===== config.mk =====
export PLATFORM = sky130hd
export DESIGN_NAME = slpl_div
export DESIGN_NICKNAME = d
export VERILOG_FILES = /design/src/rtl/slpl_pkg.sv /design/src/rtl/slpl_div.sv
export SDC_FILE = /design/constraint.sdc
export NUM_CORES = 1
export LEC_CHECK = 0
export BUFFER_PORTS_ARGS = -buffer_cell sky130_fd_sc_hd__buf_2
export CORE_UTILIZATION = 45
export DETAILED_ROUTE_END_ITERATION = 16
export PLACE_DENSITY_LB_ADDON = 0.2
export SYNTH_ARGS = -nofsm -noshare
export SYNTH_HDL_FRONTEND = slang
export SYNTH_SLANG_ARGS = --single-unit

===== constraint.sdc =====
create_clock -name clk -period 3.45 [get_ports clk]
set_input_delay 0.1725 -clock clk [delete_from_list [all_inputs] [get_ports clk]]
set_output_delay 0.1725 -clock clk [all_outputs]
set_load 0.01 [all_outputs]

===== src/rtl/slpl_pkg.sv =====
// Shared types and constants for the stereo lookahead peak limiter.
// No dependencies; used by slpl_div and the top level of the block.
package slpl_pkg;

  typedef enum logic [2:0] {
    ST_IDLE,
    ST_PEAK,
    ST_DIV,
    ST_COEF,
    ST_MIX,
    ST_ENV,
    ST_GAIN,
    ST_OUT
  } state_t;

  localparam int CFG_AW   = 5;
  localparam int CFG_DW   = 32;
  localparam int ENV_W    = 24;
  localparam int COEF_W   = 24;
  localparam int THR_W    = 24;
  localparam int DLY_W    = 9;
  localparam int GAIN_W   = 17;
  localparam int QUO_BITS = 23;
  localparam int CNT_W    = 32;
  localparam int GAIN_SH  = 16;

  localparam logic [2:0] REG_ENABLED   = 3'd0;
  localparam logic [2:0] REG_THRESHOLD = 3'd1;
  localparam logic [2:0] REG_ATTACK    = 3'd2;
  localparam logic [2:0] REG_RELEASE   = 3'd3;
  localparam logic [2:0] REG_DELAY     = 3'd4;

  localparam logic [ENV_W-1:0]  UNITY_Q23   = 24'd8388608;
  localparam logic [ENV_W-1:0]  LIMIT_LEVEL = 24'd8380220;
  localparam logic [ENV_W-1:0]  GAIN_RND    = 24'd64;
  localparam logic [THR_W-1:0]  THR_RESET   = 24'd7476604;
  localparam logic [COEF_W-1:0] COEF_RESET  = 24'hFFFFFF;
  localparam logic [DLY_W-1:0]  DLY_RESET   = 9'd128;

endpackage


===== src/rtl/slpl_div.sv =====
// Restoring divider, one quotient bit per cycle, for the limiter target gain.
// Depends on slpl_pkg; expects num < den so the quotient fits QUO_BITS.
module slpl_div #(
  parameter int CW = 24
) (
  input  logic                            clk,
  input  logic                            rst_n,
  input  logic                            start,
  input  logic [CW-1:0]                   num,
  input  logic [CW-1:0]                   den,
  output logic                            done,
  output logic [slpl_pkg::QUO_BITS-1:0]   quo
);

  localparam int QB = slpl_pkg::QUO_BITS;
  localparam int NW = $clog2(QB + 1);

  logic          busy_r, busy_nxt;
  logic          done_r, done_nxt;
  logic [NW-1:0] cnt_r, cnt_nxt;
  logic [CW-1:0] rem_r, rem_nxt;
  logic [CW-1:0] den_r;
  logic [QB-1:0] q_r, q_nxt;
  logic [CW:0]   rem_sh;
  logic          fits;

  assign rem_sh = {rem_r, 1'b0};
  assign fits   = rem_sh >= {1'b0, den_r};

  always_comb begin
    busy_nxt = busy_r;
    done_nxt = 1'b0;
    cnt_nxt  = cnt_r;
    rem_nxt  = rem_r;
    q_nxt    = q_r;
    if (start) begin
      busy_nxt = 1'b1;
      cnt_nxt  = NW'(QB);
      rem_nxt  = num;
      q_nxt    = '0;
    end else if (busy_r) begin
      rem_nxt = fits ? CW'(rem_sh - {1'b0, den_r}) : rem_sh[CW-1:0];
      q_nxt   = {q_r[QB-2:0], fits};
      cnt_nxt = cnt_r - NW'(1);
      if (cnt_r == NW'(1)) begin
        busy_nxt = 1'b0;
        done_nxt = 1'b1;
      end
    end
  end

  always_ff @(posedge clk) begin
    if (!rst_n) begin
      busy_r <= 1'b0;
      done_r <= 1'b0;
      cnt_r  <= '0;
    end else begin
      busy_r <= busy_nxt;
      done_r <= done_nxt;
      cnt_r  <= cnt_nxt;
    end
  end

  always_ff @(posedge clk) begin
    rem_r <= rem_nxt;
    q_r   <= q_nxt;
    if (start) begin
      den_r <= den;
    end
  end

  assign done = done_r;
  assign quo  = q_r;

endmodule


Word-level counts from Yosys, hierarchy flattened
Cells that the tools add are included.
Storage, ports and cells
  flip-flop bits (word level): 78
  bits in latches: 0
  memory bits (writable): 0
  bits in read-only memories: 0
  input port bits: 51
  output and inout bits: 24
  word-level logic and storage cells: 25
  memories kept: 0
Operators by class
  add/subtract/negate cells: 2
  multiply operators: 0
  div/mod/pow operators: 0
  $lt $le $gt $ge: 1
  equal/unequal tests: 1
  shift operators: 0
  mux-type cells: 9
  bitwise operators: 2
  reductions and logical operators: 3
Operators with widths (count)
  2-to-1 mux 24 bit: 3
  >= comparator 25 x 24 -> 1 bit: 1
  subtractor 24 bit: 1
  2-to-1 mux 5 bit: 2
  == test 5 x 1 -> 1 bit (second input constant): 1
  subtractor 5 x 1 -> 5 bit (second input constant): 1
  2-to-1 mux 1 bit: 4
  OR reduction 3 bit: 1
  inverter 1 bit: 2
  nonzero test 2 bit: 1
  OR reduction 2 bit: 1

Longest topological paths before layout
Gate-level depths: netlist of the first run.
  depth after elaboration: 4
  depth in mapped cells: 14
  mapped depth without buffers: 10

Least setup slack after synthesis of the first run
No wires, ideal clock.
  kind: reg2reg
  start point: register rem_r[11]
  end point: register rem_r[23], data pin
  setup time: 0.271 ns
  data arrival time: 2.289 ns
  required time: 3.179 ns
  setup slack: 0.890 ns
  cell stages (with the launch flop): 11
  path buffers: 1
  clock period less this slack: 2.560 ns
  cell sequence: edfxtp_1 > ha_1 > buf_6 > a21o_1 > a21oi_2 > or3b_1 > a211oi_2 > nor4_2 > o31ai_1 > nand4_1 > nor3b_2
On the way
  longest elaborated chain between the ends: 4
  elaborated cells on any way between the ends: 5
  classes of those cells: add/sub (1); order compare (1); mux (3)
RTL lines
  start: declaration: RTL line slpl_div.sv:21  | logic [CW-1:0] rem_r, rem_nxt;
  start signal: assignment: RTL line slpl_div.sv:65  | rem_r <= rem_nxt;
  subtractor 24 bit / >= comparator 25 x 24 -> 1 bit (equally long branches): RTL line slpl_div.sv:42, slpl_div.sv:28
  2-to-1 mux 24 bit *: RTL line slpl_div.sv:42  | rem_nxt = fits ? CW'(rem_sh - {1'b0, den_r}) : rem_sh[CW-1:0];
  2-to-1 mux 24 bit *: RTL line slpl_div.sv:41  | end else if (busy_r) begin
  2-to-1 mux 24 bit *: RTL line slpl_div.sv:36  | if (start) begin
  named net rem_nxt[23]: RTL line slpl_div.sv:21
The timed path passes the listed nets; every way through them passes the cells marked *. The select of a mux whose other input is x is not followed.
A chain may end at the register's enable or synchronous reset.

Worst setup path in the final report of the first run
  start point: register rem_r[20]
  end point: register rem_r[23], data pin
Same word-level chain as after synthesis.

==> run_results.csv, run 1 <==
group,metric,value,unit
global_route,grt_pass1_vias,3504,
synthesis,syn_inst,470,
timing,setup_viol,0,
clock_network,clk_pin_slew,0.09,ns
synthesis,ys_seq_elements,78,
critical_path,crit_path_start_kind,"flop",
synthesis,synth_area,0.00460,sq mm
floorplan,row_count,36,
hold_path,hp-start,"num[0]",
global_route,grt_max_degree,43,
hold_path,hold_depth,3,
global_route,overflow,0,
finish,n_antenna_cell,0,
timing,finalHoldViolations,0,
clock_network,cts_tree,"done",
critical_path,r2r-end,"rem_r[23]$_DFFE_PP_",
route,vias,3751,
hold_path,hold_class,"input port to flop",
placed_design,dpl.cell_count,658,
synthesis,syn_nets,548,
route,wl_per_cell,15.0,um
placed_design,dp_hpwl,7.31,mm
floorplan,die-area,0.0106,sq mm
synthesis,synth-main-ff-cell,"edfxtp_1",
clock_network,cts.sinks,78,
timing,whs,0.103,ns
timing,period_needed,3.17,ns
outcome,status,"finished clean",
run,max_cap_viol_count,0,
placed_design,portBuffers,74,
placed_design,place.gp.congestion,0.906,
synthesis,yosysTopAreaCell,"edfxtp_1",
route,dr.pass1.iters,5,
floorplan,die_w,103,um
synthesis,avgSynthCellArea,9.79,sq um
power_and_ir_drop,peakVddDrop,0.260,mV
critical_path,criticalPathCategory,"flop to flop",
route,drtIter0Drc,178,
synthesis,synth_warnings,0,
global_route,grtUsageTotal,20.5,%
route,drt_wl_total,10.5,mm
finish,finalNonFillerCells,698,
route,final_antenna_net_count,0,
critical_path,cp.required,3.55,ns
finish,area_growth,20.4,%
finish,final_common_cell,"buf_2",
timing,fin_crit_sh,92.0,%
critical_path,reg2reg_from,"rem_r[20]$_DFFE_PP_",
power_and_ir_drop,leakagePower,0.00245,uW
synthesis,ys_types,64,
hold_path,whs_endpoint,"rem_r[0]$_DFFE_PP_",
synthesis,synth_edf_count,48,
timing,fin_ws,0.276,ns
finish,fillers,902,
timing,finClkSkew,0.0108,ns
timing,drv_slew,0,
floorplan,ios,75,
synthesis,yosysSeqAreaShare,44.4,%
finish,drive_gt1_share,20.0,%
finish,layout_common_cells,"buf_2, nor2_1, edfxtp_1",
critical_path,crit_fanout,19,
finish,final_nets,638,
critical_path,cp-end-kind,"flop",
clock_network,clkLatencyLatePin,0.36,ns
route,via_per_inst,5.37,
timing,tightest_slew,0.750,ns
clock_network,htreeDepth,3,
clock_network,numCtsBuffers,9,
clock_network,cts_resized,0,
timing,slew_headroom,50.0,%
floorplan,coreArea,0.00986,sq mm
synthesis,yosysTopAreaCellShare,31.3,%
route,drcViolationCount,0,
placed_design,place_ws,0.365,ns
timing,fin_tns_setup,0,ns
timing,max_freq,315,MHz
clock_network,cts_max_path_buffers,2,
global_route,grt_pass1_wl,16.7,mm
floorplan,die_y,103,um
power_and_ir_drop,p_total,3390,uW
synthesis,synth-async-reset-ratio,0,%
critical_path,worstPathArrival,3.27,ns
critical_path,reg2reg_depth,8,
clock_network,cts_root_buf,"clkbuf_8",
synthesis,synth_area_leaders,"edfxtp_1, dfxtp_1, ha_1, mux2i_1, nor2_1",
global_route,antenna_found_initial,0,
power_and_ir_drop,p_per_area,611,mW/mm^2
floorplan,start_util,46.7,%
critical_path,rrSetupSlack,0.28,ns
timing,rsz0062_at_grt,"no",
==> metrics by stage <==
stage | utilization (%) | instance area [sq um]
final | 56.2 | 5540
after global routing | 56.2 | 5540
after CTS | 56.2 | 5540
after detailed placement | 51.3 | 5060
after global placement | 51.3 | 5060
after floorplan | - | 4600
==> kinds of logic after synthesis <==
group,share of synthesized area [%]
AO/OA/AOI/OAI,19.3
XOR/XNOR,3.42
multiplexers,5.44
flip-flops,44.4
AND/OR/NAND/NOR,14.3
buffers and inverters,5.71
adder cells (fa/ha/maj),7.50
==> worst max-delay path, cell delays in order, from the launching register on <==
cell and delay [ns]:
edfxtp_1 0.41, ha_1 0.39, nand4b_1 0.21, nor4_1 0.38, a31o_2 0.28, or2_1 0.26, o21a_1 0.64, nand4_1 0.14
nor3b_2 0.20
==> flip-flops by register name, indices dropped and copies added, names as in the netlist <==
signal  cells
done        1
quo        23
busy_r      1
rem_r      24
den_r      24
cnt_r       5
==> cells in the mapped netlist (2+ instances only) <==
cell type,number
mux2i_1,25
a2bb2oi_1,17
nor2b_1,6
clkbuf_1,10
inv_1,37
a21boi_0,4
nand4_1,3
xor2_1,6
o21a_1,6
and2_1,2
o21ai_1,6
a21oi_1,34
dfxtp_1,30
and3_1,3
o21ai_0,8
o21bai_1,3
o2111ai_1,3
buf_1,4
a211oi_1,5
nand2_1,34
edfxtp_1,48
buf_4,4
a21oi_2,3
ha_1,26
or2_2,2
a31oi_1,3
xnor2_1,12
o31ai_1,5
or3_1,3
nor2_1,48
a21o_1,10
nor3_1,8
buf_2,6
nand3_1,14
o22ai_1,2
a211o_1,2
==> worst max-delay path by stage <==
stage / to / startpoint / slack (ns)
2_1_floorplan: rem_r[23]$_DFFE_PP_ / rem_r[11]$_DFFE_PP_ / 0.89
3_3_place_gp: rem_r[23]$_DFFE_PP_ / rem_r[21]$_DFFE_PP_ / 0.46
3_5_place_dp: rem_r[23]$_DFFE_PP_ / rem_r[12]$_DFFE_PP_ / 0.37
4_1_cts: rem_r[23]$_DFFE_PP_ / rem_r[20]$_DFFE_PP_ / 0.31
5_1_grt: rem_r[23]$_DFFE_PP_ / rem_r[20]$_DFFE_PP_ / 0.05
6_report: rem_r[23]$_DFFE_PP_ / rem_r[20]$_DFFE_PP_ / 0.28
==> report_power, final <==
part,internal (uW),leakage (uW),switching [uW]
logic,575,0.00161,825
registers,1140,0.000717,62.7
clock network,420,0.000123,364
==> layer usage <==
metal / vias to the layer above / GRT usage [%] / wire length, um
met2: 101 / 32.8 / 4900
met1: 1769 / 27.8 / 5030
li1: 1871 / - / -
met4: 0 / 7.37 / 105
met5: - / 0 / 0
met3: 10 / 3.93 / 450
==> repair_timing <==
| item | CTS | global route |
|---|---|---|
| hold buffers | 24 | 0 |
| hold endpoints to repair | 24 | 0 |
| setup buffers | 0 | 0 |
==> cell type report <==
cell class                      instances  area (sq um)  share of cell area (%)
Clock buffer                           13           213                    3.84
Tap cell                              133           166                    3.00
Timing Repair Buffer                  104           656                    11.8
Inverter                               37           139                    2.51
Clock inverter                          3          26.3                   0.474
Multi-Input combinational cell        330          2300                    41.5
Sequential cell                        78          2040                    36.9
No activity file was read; power rests on OpenSTA's default activity.
==> run 2, diff against run 1 <==
--- a/config.mk
+++ b/config.mk
@@ -5,9 +5,10 @@
 export SDC_FILE = /design/constraint.sdc
 export NUM_CORES = 1
 export LEC_CHECK = 0
-export BUFFER_PORTS_ARGS = -buffer_cell sky130_fd_sc_hd__buf_2
+export BUFFER_PORTS_ARGS = -buffer_cell sky130_fd_sc_hd__buf_4
 export CORE_UTILIZATION = 45
 export DETAILED_ROUTE_END_ITERATION = 16
+export GPL_TIMING_DRIVEN = 0
 export PLACE_DENSITY_LB_ADDON = 0.2
 export SYNTH_ARGS = -nofsm -noshare
 export SYNTH_HDL_FRONTEND = slang
==> run 2 against run 1 <==
Cell count is 2.7% higher. Largest cell class unchanged. Power grew 0.27%. Critical path type unchanged. Sequential share of layout area down 1.5 points. Cell area increased by 4.3%. Via count up 3.0%.
==> run_results.csv, run 2 (synthesized netlist as in run 1, its figures left out) <==
group,metric,value,unit
clock_network,clkLatencyLatePin,0.36,ns
clock_network,clk_pin_slew,0.09,ns
critical_path,reg2reg_depth,9,
timing,fin_tns_setup,0,ns
route,wl_per_cell,15.4,um
clock_network,post_cts_buffers,0,
power_and_ir_drop,p_sw_share,37.2,%
clock_network,cts.sinks,78,
route,via_per_inst,5.39,
hold_path,hold_class,"input port to flop",
critical_path,crit_fanout,3,
critical_path,crit_path_start_kind,"flop",
critical_path,cp.required,3.55,ns
timing,rsz0062_at_grt,"no",
outcome,status,"finished clean",
global_route,overflow,0,
timing,finalHoldViolations,0,
timing,setup_viol,0,
floorplan,die_y,103,um
power_and_ir_drop,p_total,3400,uW
timing,max_freq,333,MHz
critical_path,r2r-end,"rem_r[23]$_DFFE_PP_",
power_and_ir_drop,pwr-share-seq,35.5,%
floorplan,ios,75,
floorplan,coreArea,0.00986,sq mm
floorplan,die_w,103,um
route,drtIter0Drc,159,
finish,final_nets,657,
finish,area_growth,25.5,%
hold_path,whs_endpoint,"busy_r$_SDFF_PN0_",
critical_path,cp-end-kind,"flop",
global_route,grt_pass1_wl,17.8,mm
finish,utilization,58.6,%
timing,slew_headroom,54.2,%
placed_design,dpl.cell_count,677,
floorplan,row_count,36,
timing,fin_crit_sh,87.0,%
floorplan,start_util,46.7,%
global_route,grtUsageTotal,22.1,%
finish,finalNonFillerCells,717,
floorplan,die-area,0.0106,sq mm
timing,drv_slew,0,
placed_design,dp_hpwl,7.92,mm
finish,n_antenna_cell,0,
hold_path,hold_depth,2,
clock_network,numCtsBuffers,9,
power_and_ir_drop,p_switching,1260,uW
clock_network,cts_root_buf,"clkbuf_8",
route,vias,3863,
critical_path,rrSetupSlack,0.45,ns
power_and_ir_drop,p_comb_share,43.1,%
hold_path,hp-start,"rst_n",
power_and_ir_drop,intPower,2130,uW
power_and_ir_drop,clkPwrFrac,21.4,%
route,final_antenna_net_count,0,
timing,tightest_slew,0.687,ns
timing,finClkSkew,0.00958,ns
power_and_ir_drop,leakagePower,0.00252,uW
power_and_ir_drop,peakVddDrop,0.305,mV
clock_network,htreeDepth,3,
finish,fillers,851,
timing,period_needed,3.00,ns
critical_path,worstPathArrival,3.11,ns
power_and_ir_drop,p_per_area,588,mW/mm^2
route,dr.pass1.iters,5,
timing,whs,0.0712,ns
route,drt_wl_total,11.0,mm
global_route,antenna_found_initial,0,
critical_path,reg2reg_from,"rem_r[0]$_DFFE_PP_",
run,max_cap_viol_count,0,
finish,final_common_cell,"buf_4",
clock_network,cts_tree,"done",
critical_path,criticalPathCategory,"flop to flop",
placed_design,place.gp.congestion,0.894,
clock_network,cts_max_path_buffers,2,
finish,layout_common_cells,"buf_4, nor2_1, edfxtp_1",
global_route,grt_pass1_vias,3751,
route,drcViolationCount,0,
global_route,grt_max_degree,26,
finish,drive_gt1_share,20.0,%
placed_design,portBuffers,74,
## run 2: cell count changes in the layout (fill, tap and decap cells not counted), sizes merged
cell / before / now
buf: 80 / 89
clkbuf: 13 / 23
## run 2: worst max path at each step
stage / startpoint / end / slack (ns) / cells past startpoint
after floorplan: rem_r[11]$_DFFE_PP_ / rem_r[23]$_DFFE_PP_ / 0.89 / 10
after global placement: rem_r[0]$_DFFE_PP_ / rem_r[23]$_DFFE_PP_ / 0.58 / 9
after detailed placement: rem_r[0]$_DFFE_PP_ / rem_r[23]$_DFFE_PP_ / 0.51 / 9
after CTS: rem_r[0]$_DFFE_PP_ / rem_r[23]$_DFFE_PP_ / 0.49 / 9
after global routing: rem_r[20]$_DFFE_PP_ / rem_r[20]$_DFFE_PP_ / 0.28 / 10
final: rem_r[0]$_DFFE_PP_ / rem_r[23]$_DFFE_PP_ / 0.45 / 9
## run 2: power by group through the flow
stage	clock, uW	combinational, uW	sequential [uW]
after global routing	779	1630	1220
after CTS	737	1450	1200
after detailed placement	0	1420	1230
after floorplan	0	1100	1200
after global placement	0	1400	1220
final	726	1460	1210
## run 2: timing repair
action	4_1_cts	5_1_grt
endpoints found under the hold margin	24	0
hold buffers	24	0
resized for setup	0	0
## run 2: metrics by stage
stage | cell area [sq um] | worst slack, ns
final | 5780 | 0.448
after global routing | 5780 | 0.280
after CTS | 5780 | 0.485
after detailed placement | 5330 | 0.513
after global placement | 5330 | 0.581
after floorplan | 4600 | 0.890
## run 2: cell type report
class / instances / area (sq um) / area share, %
Buffer: 25 / 124 / 2.14
Clock buffer: 13 / 191 / 3.31
Clock inverter: 3 / 20.0 / 0.347
Inverter: 37 / 139 / 2.40
Multi-Input combinational cell: 330 / 2300 / 39.8
Sequential cell: 78 / 2040 / 35.3
Tap cell: 133 / 166 / 2.88
Timing Repair Buffer: 98 / 796 / 13.8
## run 2: critical path: stages, from the launching register on
cell	delay [ns]
edfxtp_1	0.42
ha_1	0.31
nor2b_1	0.18
o2111ai_1	0.16
nand3_1	0.22
a211oi_2	0.14
nor4_2	0.50
o31ai_1	0.20
a2111oi_1	0.52
nor3b_2	0.09
## run 2: routing by layer
metal	GRT usage (%)	vias to the layer above	routed length, um
met5	0	-	0
met1	29.6	1831	5240
li1	-	1911	-
met2	36.1	106	5040
met3	3.19	15	536
met4	9.21	0	186
==> run 3, diff against run 2 <==
--- a/config.mk
+++ b/config.mk
@@ -9,6 +9,7 @@
 export CORE_UTILIZATION = 45
 export DETAILED_ROUTE_END_ITERATION = 16
 export GPL_TIMING_DRIVEN = 0
+export HOLD_SLACK_MARGIN = 0.1
 export PLACE_DENSITY_LB_ADDON = 0.2
 export SYNTH_ARGS = -nofsm -noshare
 export SYNTH_HDL_FRONTEND = slang
==> run 3 against run 2 <==
Sequential cell count is the same. Clock skew about the same. Power shrank 0.14%. Clock power about the same.
==> run_results.csv, run 3 (synthesized netlist as in run 1, its figures left out) <==
group,metric,value,unit
timing,tightest_slew,0.682,ns
route,vias,3847,
clock_network,post_cts_buffers,0,
clock_network,htreeDepth,3,
floorplan,die_w,103,um
outcome,status,"finished clean",
timing,finClkSkew,0.00981,ns
floorplan,coreArea,0.00986,sq mm
critical_path,reg2reg_depth,9,
critical_path,cp-end-kind,"flop",
critical_path,crit_fanout,3,
global_route,grt_max_degree,26,
finish,drive_gt1_share,19.9,%
finish,final_common_cell,"buf_4",
timing,drv_slew,0,
timing,setup_viol,0,
finish,layout_common_cells,"buf_4, nor2_1, edfxtp_1",
clock_network,cts_root_buf,"clkbuf_8",
route,drtIter0Drc,145,
timing,slew_headroom,54.5,%
global_route,grt_pass1_vias,3784,
power_and_ir_drop,p_per_area,584,mW/mm^2
global_route,overflow,0,
placed_design,portBuffers,74,
critical_path,crit_path_start_kind,"flop",
critical_path,worstPathArrival,3.08,ns
timing,fin_crit_sh,86.4,%
timing,fin_tns_setup,0,ns
placed_design,dpl.cell_count,677,
route,wl_per_cell,15.3,um
timing,finalHoldViolations,0,
power_and_ir_drop,leakagePower,0.00253,uW
timing,max_freq,336,MHz
critical_path,path_cells,"ha_1, nor2b_1, o2111ai_1, nand3_1, a211oi_2, nor4_2, o31ai_1, a2111oi_1, nor3b_2",
clock_network,cts.sinks,78,
finish,n_antenna_cell,0,
placed_design,place.gp.congestion,0.894,
timing,rsz0062_at_grt,"no",
hold_path,hold_class,"input port to flop",
critical_path,worst_path_max_delay_cell,"a2111oi_1",
finish,regArea,0.00204,sq mm
global_route,grt_pass1_wl,18.0,mm
clock_network,cts_tree,"done",
global_route,antenna_found_initial,0,
clock_network,clkLatencyLatePin,0.36,ns
critical_path,criticalPathCategory,"flop to flop",
power_and_ir_drop,peakVddDrop,0.305,mV
route,drt_wl_total,11.0,mm
timing,period_needed,2.98,ns
global_route,grtUsageTotal,22.3,%
floorplan,row_count,36,
route,via_per_inst,5.34,
clock_network,clk_pin_slew,0.08,ns
critical_path,rrSetupSlack,0.47,ns
floorplan,ios,75,
run,max_cap_viol_count,0,
finish,finalNonFillerCells,720,
clock_network,numCtsBuffers,9,
floorplan,start_util,46.7,%
critical_path,cp_num_buf_inv,0,
critical_path,max_stage_delay,0.51,ns
critical_path,cp.required,3.55,ns
floorplan,die-area,0.0106,sq mm
hold_path,hold_depth,2,
route,dr.pass1.iters,4,
route,drcViolationCount,0,
placed_design,dp_hpwl,7.92,mm
route,final_antenna_net_count,0,
critical_path,cp_num_cells,9,
finish,fillers,849,
clock_network,cts_max_path_buffers,2,
floorplan,die_y,103,um
critical_path,cp_top_family,"compound AO/OA/AOI/OAI gates",
finish,final_nets,660,
finish,area_growth,26.1,%
finish,multi_input_area,0.00230,sq mm
run 3: layout make-up:
cell class,count,area share (%)
multi-input cells,330,39.6
inverters,37,2.39
plain buffers,25,2.13
clock inverters,3,0.345
flip-flops and latches,78,35.2
clock buffers,13,3.30
repair buffers,101,14.2
well taps,133,2.87
run 3: what timing repair did:
action / CTS / global route
endpoints found under the hold margin: 33 / 0
hold buffers: 27 / 0
setup endpoints to repair: 0 / 0
resized for setup: 0 / 0
run 3: path summary, 6_finish.rpt:
path / end / startpoint
worst max-delay path: rem_r[23]$_DFFE_PP_ / rem_r[0]$_DFFE_PP_
worst min-delay path: rem_r[1]$_DFFE_PP_ / num[1]
worst max register to register: rem_r[23]$_DFFE_PP_ / rem_r[0]$_DFFE_PP_
worst min register to register: quo[22]$_SDFFE_PP0P_ / quo[22]$_SDFFE_PP0P_
run 3: stage by stage:
| step | power (uW) | area, sq um | setup slack, ns | hold WS, ns | util (%) |
|---|---|---|---|---|---|
| after floorplan | 2300 | 4600 | 0.890 | 0.271 | - |
| after global placement | 2620 | 5330 | 0.581 | 0.351 | 54.0 |
| after detailed placement | 2640 | 5330 | 0.513 | 0.352 | 54.0 |
| after CTS | 3400 | 5810 | 0.485 | 0.118 | 58.9 |
| after global routing | 3630 | 5810 | 0.280 | 0.134 | 58.9 |
| final | 3390 | 5810 | 0.471 | 0.132 | 58.9 |
run 3: metal layers:
| metal | vias up | part of all wire, % | global-route usage (%) |
|---|---|---|---|
| met5 | - | 0 | 0 |
| met4 | 0 | 1.8 | 9.21 |
| met3 | 16 | 4.7 | 3.12 |
| met2 | 100 | 46 | 36.7 |
| met1 | 1814 | 47 | 29.6 |
| li1 | 1917 | - | - |
run 3: power breakdown:
part	total [uW]	internal, uW	switching (uW)
Clock	724	371	353
Combinational	1460	623	838
Sequential	1210	1140	66.1
Total	3390	2130	1260
